--- config.mk ---
export PLATFORM = sky130hd
export DESIGN_NAME = gravity_accumulate_and_integrate
export DESIGN_NICKNAME = d
export VERILOG_FILES = /design/src/rtl/core/gaai_pkg.sv /design/src/rtl/core/gaai_front.sv /design/src/rtl/core/gaai_exec.sv /design/src/rtl/core/gravity_accumulate_and_integrate.sv
export SDC_FILE = /design/constraint.sdc
export NUM_CORES = 2
export LEC_CHECK = 0
export BUFFER_PORTS_ARGS = -buffer_cell sky130_fd_sc_hd__buf_2
export CAP_MARGIN = 20
export CORE_ASPECT_RATIO = 1.2
export CORE_MARGIN = 3
export CORE_UTILIZATION = 35
export DETAILED_ROUTE_END_ITERATION = 10
export GPL_TIMING_DRIVEN = 0
export PLACE_DENSITY_LB_ADDON = 0.3
export SYNTH_ARGS = -nofsm -noshare
export SYNTH_HDL_FRONTEND = slang
export SYNTH_SLANG_ARGS = --single-unit
--- constraint.sdc ---
create_clock -name clk_i -period 12.6 [get_ports clk_i]
set_input_delay 1.89 -clock clk_i [delete_from_list [all_inputs] [get_ports clk_i]]
set_output_delay 1.89 -clock clk_i [all_outputs]
set_load 0.005 [all_outputs]
--- src/rtl/core/gaai_pkg.sv ---
package gaai_pkg;

  localparam int FRAC_BITS_DEF = 16;
  localparam int STW           = 48;
  localparam int DT_FRAC       = 16;

  localparam logic signed [63:0] MAX48 = 64'sh0000_7FFF_FFFF_FFFF;
  localparam logic signed [63:0] MIN48 = -64'sh0000_7FFF_FFFF_FFFF - 64'sd1;

  typedef enum logic [1:0] {
    OP_LOAD = 2'd0,
    OP_GRAV = 2'd1,
    OP_VEL  = 2'd2,
    OP_POS  = 2'd3
  } op_e;

  typedef struct packed {
    op_e         op;
    logic [31:0] px;
    logic [31:0] py;
    logic [31:0] vx;
    logic [31:0] vy;
    logic [31:0] mass;
    logic [31:0] dt;
  } item_t;

  function automatic logic signed [63:0] sx48(input logic [STW-1:0] v);
    sx48 = $signed({{(64-STW){v[STW-1]}}, v});
  endfunction

  function automatic logic ovf48(input logic signed [63:0] v);
    ovf48 = (v > MAX48) || (v < MIN48);
  endfunction

  function automatic logic [STW-1:0] clip48(input logic signed [63:0] v);
    if (v > MAX48) begin
      clip48 = MAX48[STW-1:0];
    end else if (v < MIN48) begin
      clip48 = MIN48[STW-1:0];
    end else begin
      clip48 = v[STW-1:0];
    end
  endfunction

endpackage

--- src/rtl/core/gaai_front.sv ---
module gaai_front (
  input  logic                 clk_i,
  input  logic                 rst_ni,
  input  logic                 in_valid_i,
  output logic                 in_ready_o,
  input  logic [191:0]         in_data_i,
  input  logic [1:0]           in_user_i,
  output logic                 q_valid_o,
  input  logic                 q_pop_i,
  output gaai_pkg::item_t      q_item_o
);
  import gaai_pkg::*;

  // Two-entry queue of decoded items.
  item_t      mem_q [2];
  logic       wr_q, wr_d, rd_q, rd_d;
  logic [1:0] cnt_q, cnt_d;
  logic       push, pop;
  item_t      dec;

  always_comb begin
    dec.op   = op_e'(in_user_i);
    dec.px   = in_data_i[31:0];
    dec.py   = in_data_i[63:32];
    dec.vx   = in_data_i[95:64];
    dec.vy   = in_data_i[127:96];
    dec.mass = in_data_i[159:128];
    dec.dt   = in_data_i[191:160];
  end

  assign in_ready_o = (cnt_q != 2'd2);
  assign q_valid_o  = (cnt_q != 2'd0);
  assign q_item_o   = mem_q[rd_q];
  assign push       = in_valid_i && in_ready_o;
  assign pop        = q_pop_i && q_valid_o;

  always_comb begin
    wr_d  = push ? ~wr_q : wr_q;
    rd_d  = pop ? ~rd_q : rd_q;
    cnt_d = cnt_q + 2'(push) - 2'(pop);
  end

  always_ff @(posedge clk_i or negedge rst_ni) begin
    if (!rst_ni) begin
      wr_q  <= 1'b0;
      rd_q  <= 1'b0;
      cnt_q <= 2'd0;
    end else begin
      wr_q  <= wr_d;
      rd_q  <= rd_d;
      cnt_q <= cnt_d;
    end
  end

  always_ff @(posedge clk_i) begin
    if (push) begin
      mem_q[wr_q] <= dec;
    end
  end

endmodule

--- src/rtl/core/gaai_exec.sv ---
module gaai_exec #(
  parameter int FRAC_BITS = gaai_pkg::FRAC_BITS_DEF
) (
  input  logic                 clk_i,
  input  logic                 rst_ni,
  input  logic                 q_valid_i,
  output logic                 q_pop_o,
  input  gaai_pkg::item_t      q_item_i,
  output logic                 out_valid_o,
  input  logic                 out_ready_i,
  output logic [287:0]         out_data_o,
  output logic [1:0]           out_user_o
);
  import gaai_pkg::*;

  localparam int DW   = (((31 + FRAC_BITS) > 47) ? (31 + FRAC_BITS) : 47) + 1;
  localparam int PW   = 2 * DW;
  localparam int D2W  = PW + 1;
  localparam int SQW  = DW + 1;
  localparam int SQN  = 2 * SQW;
  localparam int QW   = STW;
  localparam int NUMW = 32 + 3 * FRAC_BITS;
  localparam int CW   = $clog2(SQW + 1);

  localparam logic [3:0] S_IDLE  = 4'd0;
  localparam logic [3:0] S_MUL   = 4'd1;
  localparam logic [3:0] S_MDONE = 4'd2;
  localparam logic [3:0] S_D2    = 4'd3;
  localparam logic [3:0] S_DIV   = 4'd4;
  localparam logic [3:0] S_DDONE = 4'd5;
  localparam logic [3:0] S_SQRT  = 4'd6;
  localparam logic [3:0] S_EACC  = 4'd7;
  localparam logic [3:0] S_OUT   = 4'd8;

  logic [3:0]     st_q;
  logic [CW-1:0]  cnt_q;
  logic [1:0]     ph_q;
  logic           ax_q;
  op_e            op_q;
  logic [31:0]    mass_q, dt_q;
  logic           sat_q, coin_q;

  logic [STW-1:0] pos_q [2];
  logic [STW-1:0] vel_q [2];
  logic [STW-1:0] acc_q [2];

  logic [DW-1:0]  dm_q [2];
  logic [1:0]     dneg_q;
  logic [D2W-1:0] d2_q;
  logic           govf_q;
  logic [QW-1:0]  g_q;

  logic [DW-1:0]  ma_q, mb_q;
  logic [PW-1:0]  prod_q;
  logic [D2W-1:0] rem_q, dvs_q;
  logic [QW-1:0]  qsh_q;
  logic [SQN-1:0] sq_src_q;
  logic [SQW-1:0] root_q;
  logic [SQW+1:0] srem_q;

  logic           ov_q;
  logic [287:0]   od_q;
  logic [1:0]     ou_q;

  // Shared shift-add multiplier step.
  logic [PW-1:0]  prod_nx;
  assign prod_nx = {prod_q[PW-2:0], 1'b0} + (mb_q[DW-1] ? {{DW{1'b0}}, ma_q} : '0);

  // Shared restoring divider step, one quotient bit a cycle.
  logic [D2W:0]   div_t, div_s;
  logic           div_ge;
  assign div_t  = {rem_q, qsh_q[QW-1]};
  assign div_ge = div_t >= {1'b0, dvs_q};
  assign div_s  = div_t - {1'b0, dvs_q};

  // Square root step, one root bit a cycle.
  logic [SQW+3:0] sq_t, sq_tr, sq_s;
  logic           sq_ge;
  assign sq_t  = {srem_q, sq_src_q[SQN-1 -: 2]};
  assign sq_tr = {2'b00, root_q, 2'b01};
  assign sq_ge = sq_t >= sq_tr;
  assign sq_s  = sq_t - sq_tr;

  // Item decode for load and gravity.
  logic signed [63:0] ldpx, ldpy, ldvx, ldvy, dvx, dvy, ax_abs, ay_abs;
  logic [NUMW-1:0]    num;
  always_comb begin
    ldpx   = $signed({{32{q_item_i.px[31]}}, q_item_i.px}) <<< FRAC_BITS;
    ldpy   = $signed({{32{q_item_i.py[31]}}, q_item_i.py}) <<< FRAC_BITS;
    ldvx   = $signed({{32{q_item_i.vx[31]}}, q_item_i.vx}) <<< FRAC_BITS;
    ldvy   = $signed({{32{q_item_i.vy[31]}}, q_item_i.vy}) <<< FRAC_BITS;
    dvx    = ldpx - sx48(pos_q[0]);
    dvy    = ldpy - sx48(pos_q[1]);
    ax_abs = dvx[63] ? -dvx : dvx;
    ay_abs = dvy[63] ? -dvy : dvy;
    num    = {{(NUMW-32){1'b0}}, mass_q} << (3 * FRAC_BITS);
  end

  // Euler source for each axis and its magnitude.
  logic [STW-1:0] esrc0, esrc1, emag0, emag1;
  assign esrc0 = (q_item_i.op == OP_VEL) ? acc_q[0] : vel_q[0];
  assign esrc1 = (op_q == OP_VEL) ? acc_q[1] : vel_q[1];
  assign emag0 = esrc0[STW-1] ? (~esrc0 + 1'b1) : esrc0;
  assign emag1 = esrc1[STW-1] ? (~esrc1 + 1'b1) : esrc1;

  // Scaled Euler delta and sums.
  logic [PW-DT_FRAC-1:0] sc_hi;
  logic [STW:0]          sc_m;
  logic                  eneg;
  logic signed [63:0]    edelta, esum, csum, cval;
  logic [STW-1:0]        etgt, esrc_cur;
  always_comb begin
    sc_hi    = prod_q[PW-1:DT_FRAC];
    sc_m     = (sc_hi > {{(PW-DT_FRAC-STW-1){1'b0}}, 1'b1, {STW{1'b0}}})
               ? {1'b1, {STW{1'b0}}} : sc_hi[STW:0];
    esrc_cur = ax_q ? esrc1 : ((op_q == OP_VEL) ? acc_q[0] : vel_q[0]);
    eneg     = esrc_cur[STW-1];
    edelta   = eneg ? -$signed({{(63-STW){1'b0}}, sc_m}) : $signed({{(63-STW){1'b0}}, sc_m});
    etgt     = (op_q == OP_VEL) ? vel_q[ax_q] : pos_q[ax_q];
    esum     = sx48(etgt) + edelta;
    cval     = dneg_q[ax_q] ? -$signed({16'd0, qsh_q}) : $signed({16'd0, qsh_q});
    csum     = sx48(acc_q[ax_q]) + cval;
  end

  logic [QW-1:0] gq;
  logic          gsat;
  assign gsat = govf_q || qsh_q[QW-1];
  assign gq   = gsat ? MAX48[QW-1:0] : qsh_q;

  assign q_pop_o     = (st_q == S_IDLE) && q_valid_i;
  assign out_valid_o = ov_q;
  assign out_data_o  = od_q;
  assign out_user_o  = ou_q;

  always_ff @(posedge clk_i or negedge rst_ni) begin
    if (!rst_ni) begin
      st_q     <= S_IDLE;
      cnt_q    <= '0;
      ph_q     <= 2'd0;
      ax_q     <= 1'b0;
      op_q     <= OP_LOAD;
      mass_q   <= '0;
      dt_q     <= '0;
      sat_q    <= 1'b0;
      coin_q   <= 1'b0;
      pos_q[0] <= '0;
      pos_q[1] <= '0;
      vel_q[0] <= '0;
      vel_q[1] <= '0;
      acc_q[0] <= '0;
      acc_q[1] <= '0;
      dm_q[0]  <= '0;
      dm_q[1]  <= '0;
      dneg_q   <= '0;
      d2_q     <= '0;
      govf_q   <= 1'b0;
      g_q      <= '0;
      ma_q     <= '0;
      mb_q     <= '0;
      prod_q   <= '0;
      rem_q    <= '0;
      dvs_q    <= '0;
      qsh_q    <= '0;
      sq_src_q <= '0;
      root_q   <= '0;
      srem_q   <= '0;
      ov_q     <= 1'b0;
      od_q     <= '0;
      ou_q     <= '0;
    end else begin
      if (ov_q && out_ready_i && (st_q != S_OUT)) begin
        ov_q <= 1'b0;
      end
      case (st_q)
        S_IDLE: begin
          if (q_valid_i) begin
            op_q   <= q_item_i.op;
            mass_q <= q_item_i.mass;
            dt_q   <= q_item_i.dt;
            sat_q  <= 1'b0;
            coin_q <= 1'b0;
            ax_q   <= 1'b0;
            prod_q <= '0;
            cnt_q  <= CW'(DW - 1);
            case (q_item_i.op)
              OP_LOAD: begin
                pos_q[0] <= clip48(ldpx);
                pos_q[1] <= clip48(ldpy);
                vel_q[0] <= clip48(ldvx);
                vel_q[1] <= clip48(ldvy);
                acc_q[0] <= '0;
                acc_q[1] <= '0;
                sat_q    <= ovf48(ldpx) || ovf48(ldpy) || ovf48(ldvx) || ovf48(ldvy);
                st_q     <= S_OUT;
              end
              OP_GRAV: begin
                dm_q[0] <= ax_abs[DW-1:0];
                dm_q[1] <= ay_abs[DW-1:0];
                dneg_q  <= {dvy[63], dvx[63]};
                ma_q    <= ax_abs[DW-1:0];
                mb_q    <= ax_abs[DW-1:0];
                ph_q    <= 2'd0;
                st_q    <= S_MUL;
              end
              default: begin
                ma_q <= {{(DW-STW){1'b0}}, emag0};
                mb_q <= {{(DW-32){1'b0}}, q_item_i.dt};
                st_q <= S_MUL;
              end
            endcase
          end
        end
        S_MUL: begin
          prod_q <= prod_nx;
          mb_q   <= {mb_q[DW-2:0], 1'b0};
          cnt_q  <= cnt_q - 1'b1;
          if (cnt_q == '0) begin
            st_q <= S_MDONE;
          end
        end
        S_MDONE: begin
          if (op_q == OP_GRAV) begin
            case (ph_q)
              2'd0: begin
                d2_q   <= {1'b0, prod_q};
                ma_q   <= dm_q[1];
                mb_q   <= dm_q[1];
                prod_q <= '0;
                cnt_q  <= CW'(DW - 1);
                ph_q   <= 2'd1;
                st_q   <= S_MUL;
              end
              2'd1: begin
                d2_q <= d2_q + {1'b0, prod_q};
                st_q <= S_D2;
              end
              default: begin
                rem_q <= {{(D2W-PW+QW){1'b0}}, prod_q[PW-1:QW]};
                qsh_q <= prod_q[QW-1:0];
                dvs_q <= {{(D2W-SQW){1'b0}}, root_q};
                cnt_q <= CW'(QW - 1);
                st_q  <= S_DIV;
              end
            endcase
          end else begin
            st_q <= S_EACC;
          end
        end
        S_D2: begin
          if (d2_q == '0) begin
            coin_q <= 1'b1;
            st_q   <= S_OUT;
          end else begin
            rem_q  <= {{(D2W-NUMW+QW){1'b0}}, num[NUMW-1:QW]};
            qsh_q  <= num[QW-1:0];
            dvs_q  <= d2_q;
            govf_q <= {{(D2W-NUMW+QW){1'b0}}, num[NUMW-1:QW]} >= d2_q;
            cnt_q  <= CW'(QW - 1);
            st_q   <= S_DIV;
          end
        end
        S_DIV: begin
          rem_q <= div_ge ? div_s[D2W-1:0] : div_t[D2W-1:0];
          qsh_q <= {qsh_q[QW-2:0], div_ge};
          cnt_q <= cnt_q - 1'b1;
          if (cnt_q == '0) begin
            st_q <= S_DDONE;
          end
        end
        S_DDONE: begin
          if (ph_q == 2'd1) begin
            g_q      <= gq;
            sat_q    <= sat_q || gsat;
            sq_src_q <= {1'b0, d2_q};
            root_q   <= '0;
            srem_q   <= '0;
            cnt_q    <= CW'(SQW - 1);
            st_q     <= S_SQRT;
          end else begin
            acc_q[ax_q] <= clip48(csum);
            sat_q       <= sat_q || ovf48(csum);
            if (!ax_q) begin
              ax_q   <= 1'b1;
              ma_q   <= dm_q[1];
              mb_q   <= {{(DW-QW){1'b0}}, g_q};
              prod_q <= '0;
              cnt_q  <= CW'(DW - 1);
              st_q   <= S_MUL;
            end else begin
              st_q <= S_OUT;
            end
          end
        end
        S_SQRT: begin
          srem_q   <= sq_ge ? sq_s[SQW+1:0] : sq_t[SQW+1:0];
          root_q   <= {root_q[SQW-2:0], sq_ge};
          sq_src_q <= {sq_src_q[SQN-3:0], 2'b00};
          cnt_q    <= cnt_q - 1'b1;
          if (cnt_q == '0) begin
            ma_q   <= dm_q[0];
            mb_q   <= {{(DW-QW){1'b0}}, g_q};
            prod_q <= '0;
            ph_q   <= 2'd2;
            cnt_q  <= CW'(DW - 1);
            st_q   <= S_MUL;
          end
        end
        S_EACC: begin
          if (op_q == OP_VEL) begin
            vel_q[ax_q] <= clip48(esum);
          end else begin
            pos_q[ax_q] <= clip48(esum);
          end
          sat_q <= sat_q || ovf48(esum);
          if (!ax_q) begin
            ax_q   <= 1'b1;
            ma_q   <= {{(DW-STW){1'b0}}, emag1};
            mb_q   <= {{(DW-32){1'b0}}, dt_q};
            prod_q <= '0;
            cnt_q  <= CW'(DW - 1);
            st_q   <= S_MUL;
          end else begin
            st_q <= S_OUT;
          end
        end
        S_OUT: begin
          if (!ov_q || out_ready_i) begin
            ov_q <= 1'b1;
            od_q <= {acc_q[1], acc_q[0], vel_q[1], vel_q[0], pos_q[1], pos_q[0]};
            ou_q <= {sat_q, coin_q};
            st_q <= S_IDLE;
          end
        end
        default: begin
          st_q <= S_IDLE;
        end
      endcase
    end
  end

endmodule

--- src/rtl/core/gravity_accumulate_and_integrate.sv ---
// Single-body 2D gravity integrator in signed fixed point (48 bits, FRAC_BITS
// fraction bits). Each input transfer carries a command in tuser: load body,
// add gravity from another body, update velocity by acc*dt, or update
// position by vel*dt. Every command produces exactly one output transfer with
// the full state after the step plus the coincident and saturated flags.
// Items are queued in a two-entry input buffer, so the source may keep
// sending while one item executes, and the result sits in an output register
// while the next item starts. Items execute one at a time on a shared
// bit-serial multiplier, restoring divider and square-root unit. Taking
// W = max(31 + FRAC_BITS, 47) + 1 (48 at the default) as the multiplier width,
// a velocity or position update does two W-bit multiplies, and a gravity
// step four W-bit multiplies, three 48-bit divisions and one (W+1)-bit root.
module gravity_accumulate_and_integrate #(
  parameter int FRAC_BITS = gaai_pkg::FRAC_BITS_DEF
) (
  input  logic         clk_i,
  input  logic         rst_ni,
  input  logic         s_axis_tvalid_i,
  output logic         s_axis_tready_o,
  // pos_x, pos_y, vel_in_x, vel_in_y, body_mass, step_time (32 bits each)
  input  logic [191:0] s_axis_tdata_i,
  // cmd
  input  logic [1:0]   s_axis_tuser_i,
  output logic         m_axis_tvalid_o,
  input  logic         m_axis_tready_i,
  // cur_pos_x, cur_pos_y, cur_vel_x, cur_vel_y, cur_acc_x, cur_acc_y (48 each)
  output logic [287:0] m_axis_tdata_o,
  // coincident, saturated
  output logic [1:0]   m_axis_tuser_o
);
  import gaai_pkg::*;

  logic  q_valid;
  logic  q_pop;
  item_t q_item;

  // Front end: buffers and decodes incoming transfers.
  gaai_front u_front (
    .clk_i      (clk_i),
    .rst_ni     (rst_ni),
    .in_valid_i (s_axis_tvalid_i),
    .in_ready_o (s_axis_tready_o),
    .in_data_i  (s_axis_tdata_i),
    .in_user_i  (s_axis_tuser_i),
    .q_valid_o  (q_valid),
    .q_pop_i    (q_pop),
    .q_item_o   (q_item)
  );

  // Back end: sequencer with the arithmetic units and the body state.
  gaai_exec #(
    .FRAC_BITS (FRAC_BITS)
  ) u_exec (
    .clk_i       (clk_i),
    .rst_ni      (rst_ni),
    .q_valid_i   (q_valid),
    .q_pop_o     (q_pop),
    .q_item_i    (q_item),
    .out_valid_o (m_axis_tvalid_o),
    .out_ready_i (m_axis_tready_i),
    .out_data_o  (m_axis_tdata_o),
    .out_user_o  (m_axis_tuser_o)
  );

  // A skipped gravity step never clips anything.
  assert property (@(posedge clk_i) disable iff (!rst_ni)
    m_axis_tvalid_o && m_axis_tuser_o[0] |-> !m_axis_tuser_o[1])
    else $error("coincident and saturated both set");

  // A result is withdrawn only after it was taken.
  assert property (@(posedge clk_i) disable iff (!rst_ni)
    $fell(m_axis_tvalid_o) |-> $past(m_axis_tready_i))
    else $error("result dropped before transfer");

  // A full input buffer always reports a valid item.
  assert property (@(posedge clk_i) disable iff (!rst_ni)
    !s_axis_tready_o |-> q_valid)
    else $error("input buffer full but reports empty");

endmodule
; Word level (Yosys, flattened, before mapping)
; Memories as Yosys holds them, arrays and structs flattened.
; Cells that the tools add are included.
[op_classes]
addsub = 17
muxes = 144
shift = 0
bitwise = 6
n_div = 0
n_reduce_logical = 62
magnitude_cmp = 19
multipliers = 0
n_eq_ne = 35
[op_table]
columns = op, count
row1 = $mux W48, 54
row2 = $mux W96, 15
row3 = $mux W97, 7
row4 = $pmux W96 S2, 3
row5 = $pmux W96 S6, 1
row6 = $pmux W97 S2, 2
row7 = $pmux W97 S3, 1
row8 = $bwmux W96, 3
row9 = $pmux W48 S6, 1
row10 = $pmux W48 S5, 1
row11 = $pmux W98 S2, 1
row12 = $gt A48 B48 Y1 const B, 4
row13 = $lt A48 B48 Y1 const B, 4
row14 = $pmux W48 S2, 2
row15 = $pmux W48 S3, 1
row16 = $add A48 B64 Y64, 2
row17 = $gt A64 B48 Y1 const B, 2
row18 = $lt A64 B48 Y1 const B, 2
row19 = $mux W64, 2
row20 = $mux W51, 2
row21 = $pmux W51 S2, 1
row22 = $ge A98 B97 Y1, 1
row23 = $mux W49, 2
row24 = $mux W98, 1
row25 = 62 further kinds, 168
[totals]
ramBits = 388
out_inout_bits = 292
latchBits = 0
mem_count = 1
in_bits = 198
ff_bits = 1540
romBits = 0
[mem_list]
columns = name, depth, width, rd, rd_ports_with_merged_regs, wr, line_no
row1 = u_front.mem_q, 2, 194, 1, 0, 1, gaai_front.sv:15  ; item_t mem_q [2];

; Logic depth before layout (Yosys ltp)
[logic_depth]
depth_word = 14
mapped_depth = 35

; Modules after synthesis
; Synthesis repeated with hierarchy kept, for this count alone.
[hier_totals]
hier_cells = 13345
hier_area_um2 = 120066.4
[modules_own_cells]
columns = module, cells_per_inst, area_each_um2, seq_area_each_um2, n_inst
row1 = gaai_exec, 12719, 105742.7, 38436.9, 1
row2 = gaai_front, 626, 14323.7, 11751.3, 1

; Worst setup path after synthesis
; OpenSTA, ideal clock, no wires.
[synth_timing]
kind = input to register
startpoint = input port s_axis_tvalid_i
endpoint = memory u_front.mem_q[0][0] (netlist name) (enable)
required_ps = 11849
path_slack_ps = 1826
t_arrival_ps = 10023
stages = 2
path_cell_list = nand2_1 > nor2_1
[synth_via]
elab_chain_cells = 3
[synth_rtl]
columns = element, line_no
row1 = "start, declared", gravity_accumulate_and_integrate.sv:18  ; input logic s_axis_tvalid_i,
row2 = $logic_and A1 B1 Y1, gaai_front.sv:34  ; assign push = in_valid_i && in_ready_o;
row3 = $mux W1, gaai_front.sv:56  ; if (push) begin
row4 = $mux W1 (not written as such), gaai_front.sv:57  ; mem_q[wr_q] <= dec;
row5 = "end, declared", gaai_front.sv:15
; Every way passes these cells.

; Worst setup path in the final report
[layout_timing]
startpoint = register u_exec.prod_q[20]
endpoint = register u_exec.pos_q[7] (netlist name)
[layout_via]
elab_chain_cells = 13
[layout_rtl]
columns = element, line_no
row1 = "start, declared", gaai_exec.sv:54  ; logic [PW-1:0] prod_q;
row2 = "start signal, assigned", gaai_exec.sv:214  ; prod_q <= prod_nx;
row3 = $gt A80 B49 Y1, gaai_exec.sv:114  ; sc_m = (sc_hi > {{(PW-DT_FRAC-STW-1){1'b0}}, 1'b1, {STW{1'b0}}})
row4 = $mux W49 (*), gaai_exec.sv:115  ; ? {1'b1, {STW{1'b0}}} : sc_hi[STW:0];
row5 = $neg A49 Y64, gaai_exec.sv:118  ; edelta = eneg ? -$signed({{(63-STW){1'b0}}, sc_m}) : $signed({{(63-STW){1'b0}}, sc_m});
row6 = $mux W64 (*), gaai_exec.sv:118
row7 = $add A48 B64 Y64 (*), gaai_exec.sv:120  ; esum = sx48(etgt) + edelta;
row8 = $lt A64 B48 Y1, gaai_pkg.sv:38  ; end else if (v < MIN48) begin
row9 = $mux W48, gaai_pkg.sv:38
row10 = $mux W48 (*), gaai_pkg.sv:36  ; if (v > MAX48) begin
row11 = $mux W48 (*), gaai_exec.sv:309  ; if (op_q == OP_VEL) begin
row12 = $mux W48 (*), gaai_exec.sv:174  ; case (st_q)
row13 = $bwmux W96 (*), gaai_exec.sv:312  ; pos_q[ax_q] <= clip48(esum);
row14 = $mux W96 (*), gaai_exec.sv:309
row15 = $pmux W96 S2 (*), gaai_exec.sv:174
row16 = "end signal, assigned by index", gaai_exec.sv:312
row17 = "end, declared", gaai_exec.sv:43  ; logic [STW-1:0] pos_q [2];
; Mark *: on every way between the ends. The rest lies on a longest branch, timed or not. The select of a mux whose other input is x is not followed.
; A chain may end at the register's enable or synchronous reset.

==> impl_metrics.env <==
export IMPL_outcome="finished clean"
export IMPL_whs_path_depth=2
export IMPL_hold_buffers=0
export IMPL_wl_per_cell_um=32.8
export IMPL_crit_path_start_kind="register"
export IMPL_critical_path_required_ns=13.32
export IMPL_synth_edf_count=388
export IMPL_ctsResizeCount=0
export IMPL_seq_area_frac_synth_pct=41.7
export IMPL_die_height_um=649
export IMPL_cpMaxStageDelayCell="nor4_1"
export IMPL_initial_core_util_pct=35.2
export IMPL_synth_async_reset_ratio_pct=79.9
export IMPL_worstSetupPathType="register to register"
export IMPL_routed_via_density=6.08
export IMPL_rows=235
export IMPL_grt_use_met1_pct=39.2
export IMPL_syn_area_sq_um=120000
export IMPL_core_sq_um=342000
export IMPL_finalInstanceArea_sq_um=138000
export IMPL_fin_crit_sh_pct=95.7
export IMPL_cp_end_kind="register"
export IMPL_stdcell_count=18800
export IMPL_final_nets=14800
export IMPL_ys_ff_latch=1928
export IMPL_max_cap_violations=0
export IMPL_tritoncts="built"
export IMPL_place_inst=18400
export IMPL_grtUsageMet2_pct=52.0
export IMPL_totalWireLength_um=618000
export IMPL_pin_count=490
export IMPL_place_congestion=1.08
export IMPL_dr_pass1_iters=7
export IMPL_syn_num_nets=14000
export IMPL_drive_gt1_share_pct=11.4
export IMPL_fp_dieW_um=542
export IMPL_synthFlopType="dfrtp_1"
export IMPL_path_clk_slew_ns=0.06
export IMPL_hold_viol=0
export IMPL_antenna_found_initial=65
export IMPL_rr_worst_depth=30
export IMPL_fin_crit_ns=12.06
export IMPL_hp_class="register to register"
export IMPL_antenna_left=0
export IMPL_grt_pass1_wl_um=852000
export IMPL_rsz0062_at_grt="false"
export IMPL_fin_setup_tns_ns=0
export IMPL_postCtsSetupBuffers=0
export IMPL_cts_htree_levels=4
export IMPL_reg2reg_slack_ns=0.54
export IMPL_met3_usage_pct=8.42
export IMPL_tightestPinTransition_ns=1.39
export IMPL_busiest_layer="met2"
export IMPL_finalSetupViolations=0
export IMPL_slew_headroom_pct=6.65
export IMPL_final_setup_skew_ns=0.105
export IMPL_critPathArrivalTime_ns=12.78
export IMPL_yosysWarnings=0
export IMPL_ys_types=129
export IMPL_critPathTopFamily="compound AO/OA/AOI/OAI gates"
export IMPL_drc=0
export IMPL_port_buffers=489
export IMPL_cts_sinks=1928
export IMPL_grt_overflow_total=0
export IMPL_cts_inserted_buffers=219
export IMPL_syn_to_final_growth_pct=14.4
export IMPL_grt_use_total_pct=33.9
export IMPL_grt_max_degree=157
export IMPL_drt_iter0_markers=12900
export IMPL_fmax_mhz=83.0
export IMPL_worstHoldEndpoint="u_exec.g_q[20]"
export IMPL_clock_tree_root_cell="clkbuf_16"
export IMPL_cp_slowest_stage_delay_ns=0.83
export IMPL_die_area_sq_um=351000
export IMPL_crit_fanout=10
export IMPL_syn_inst=13300
export IMPL_reg2reg_from="u_exec.prod_q[20]"
export IMPL_path_buf_inv=5
export IMPL_grt_pass1_vias=109000
export IMPL_avgSynthCellArea_sq_um=9.06
export IMPL_clock_path_buffers=4
export IMPL_rr_endpoint="u_exec.pos_q[7]"
export IMPL_clkLatencyLatePin_ns=0.99
export IMPL_hp_start="u_exec.g_q[20]"
export IMPL_dpl_cell_area_sq_um=130000
export IMPL_num_vias=115000
export IMPL_hpwlAfterDp_um=495000
export IMPL_final_max_slew_viol_count=0
-- routing by layer --
metal / wire length [um] / vias up / share of wire [%]
li1: - / 50200 / -
met3: 53800 / 1795 / 8.7
met4: 69100 / 16 / 11
met5: 200 / - / 0.032
met1: 225000 / 56600 / 36
met2: 269000 / 5878 / 44
-- area by class of cell --
type | count | area (sq um)
inverter | 430 | 1610
buffer | 872 | 3520
multi-input combinational | 10100 | 65300
clock buffer | 284 | 6100
timing repair buffer | 592 | 3990
fill | 34400 | 204000
antenna | 47 | 118
clock inverter | 125 | 1440
sequential | 1928 | 50200
tap | 4503 | 5630
-- layout by cell type, fill, tap and decap left out, drive strengths merged, types with 353 or more instances in the layout --
| cell | instances |
|---|---|
| mux2 | 370 |
| nand3 | 353 |
| edfxtp | 388 |
| ha | 523 |
| nand2 | 1505 |
| dfrtp | 1540 |
| inv | 443 |
| clkbuf | 1012 |
| xnor2 | 377 |
| buf | 731 |
| nor2 | 964 |
| o21ai | 1323 |
| a21oi | 1053 |
-- cell families (layout without fill, tap and decap cells) --
kind of cell	after synthesis	count (layout)	share of synthesized area (%)
buffers and inverters	1302	2303	4.25
xor gates and xnor gates	727	727	5.29
muxes	708	708	6.77
AOI/OAI and AO/OA	4135	4135	21.3
and+or+nand+nor	3965	3965	15.2
adders and majority gates	528	528	5.51
other	0	47	0
DFF	1928	1928	41.7
-- how the worst max path moves through the flow --
stage | from | to | slack [ns] | cells after the start
2_1_floorplan | s_axis_tvalid_i | u_front.mem_q[0][0] | 1.83 | 2
3_3_place_gp | rst_ni | u_exec.acc_q[29] | -27.19 | 1
3_5_place_dp | u_exec.prod_q[20] | u_exec.pos_q[7] | 1.04 | 30
4_1_cts | u_exec.prod_q[20] | u_exec.vel_q[9] | 0.96 | 30
5_1_grt | u_exec.prod_q[20] | u_exec.vel_q[6] | 0.06 | 30
6_report | u_exec.prod_q[20] | u_exec.pos_q[7] | 0.54 | 30
-- metrics by stage --
| step | utilization (%) | hold WS, ns | worst slack, ns |
|---|---|---|---|
| after floorplan | - | 0.439 | 1.83 |
| after global placement | 37.6 | 0.454 | -27.19 |
| after detailed placement | 38.0 | 0.456 | 1.04 |
| after CTS | 40.2 | 0.470 | 0.960 |
| after global routing | 40.3 | 0.494 | 0.0640 |
| final | 40.3 | 0.468 | 0.545 |
-- registers in the layout, summed over array words and instances, names as in the netlist, 49 cells and up --
| name | count |
|---|---|
| u_front.mem_q | 388 |
| u_exec.out_data_o | 288 |
| u_exec.sq_src_q | 98 |
| u_exec.d2_q | 97 |
| u_exec.dvs_q | 97 |
| u_exec.rem_q | 97 |
| u_exec.acc_q | 96 |
| u_exec.dm_q | 96 |
| u_exec.pos_q | 96 |
| u_exec.prod_q | 96 |
| u_exec.vel_q | 96 |
| u_exec.srem_q | 51 |
| u_exec.root_q | 49 |
-- tightest hold or removal path, delay by kind of cell (launching register included) --
kind | cells | cell delay [ns]
flip-flops | 1 | 0.34
AND/OR/NAND/NOR | 2 | 0.10
-- Yosys cell counts (26+ instances only) --
master	n	area share [%]
dfrtp_1	1540	32
inv_1	428	1.3
a311oi_1	30	0.22
clkbuf_1	714	2.2
mux4_2	47	0.88
o21a_1	87	0.54
a21oi_1	1050	4.4
or2_2	36	0.19
buf_1	77	0.24
a22o_1	65	0.47
nor2_1	962	3.0
mux2_2	370	3.5
nand2_1	1504	4.7
nor4_1	91	0.47
and4_1	28	0.20
edfxtp_1	388	9.7
xnor2_1	376	2.7
a221o_1	102	0.85
a21boi_0	26	0.16
a221oi_1	73	0.53
mux2i_1	290	2.4
nor2b_1	67	0.35
xor2_1	350	2.5
nand4_1	163	0.85
a21o_1	286	1.8
and2_1	105	0.55
nand2b_1	87	0.45
a31oi_1	229	1.2
ha_1	523	5.4
o211ai_1	58	0.36
a222oi_1	48	0.40
or3_1	83	0.43
buf_2	51	0.21
and3_1	119	0.62
nand3_1	352	1.5
o22ai_1	193	1.0
o31ai_1	65	0.41
nor3_1	238	0.99
o21bai_1	98	0.61
o21ai_0	1301	5.4
a211oi_1	116	0.72
Power is not shown: default switching activity piles up to over one toggle a cycle in this logic, so the estimate is an artifact.
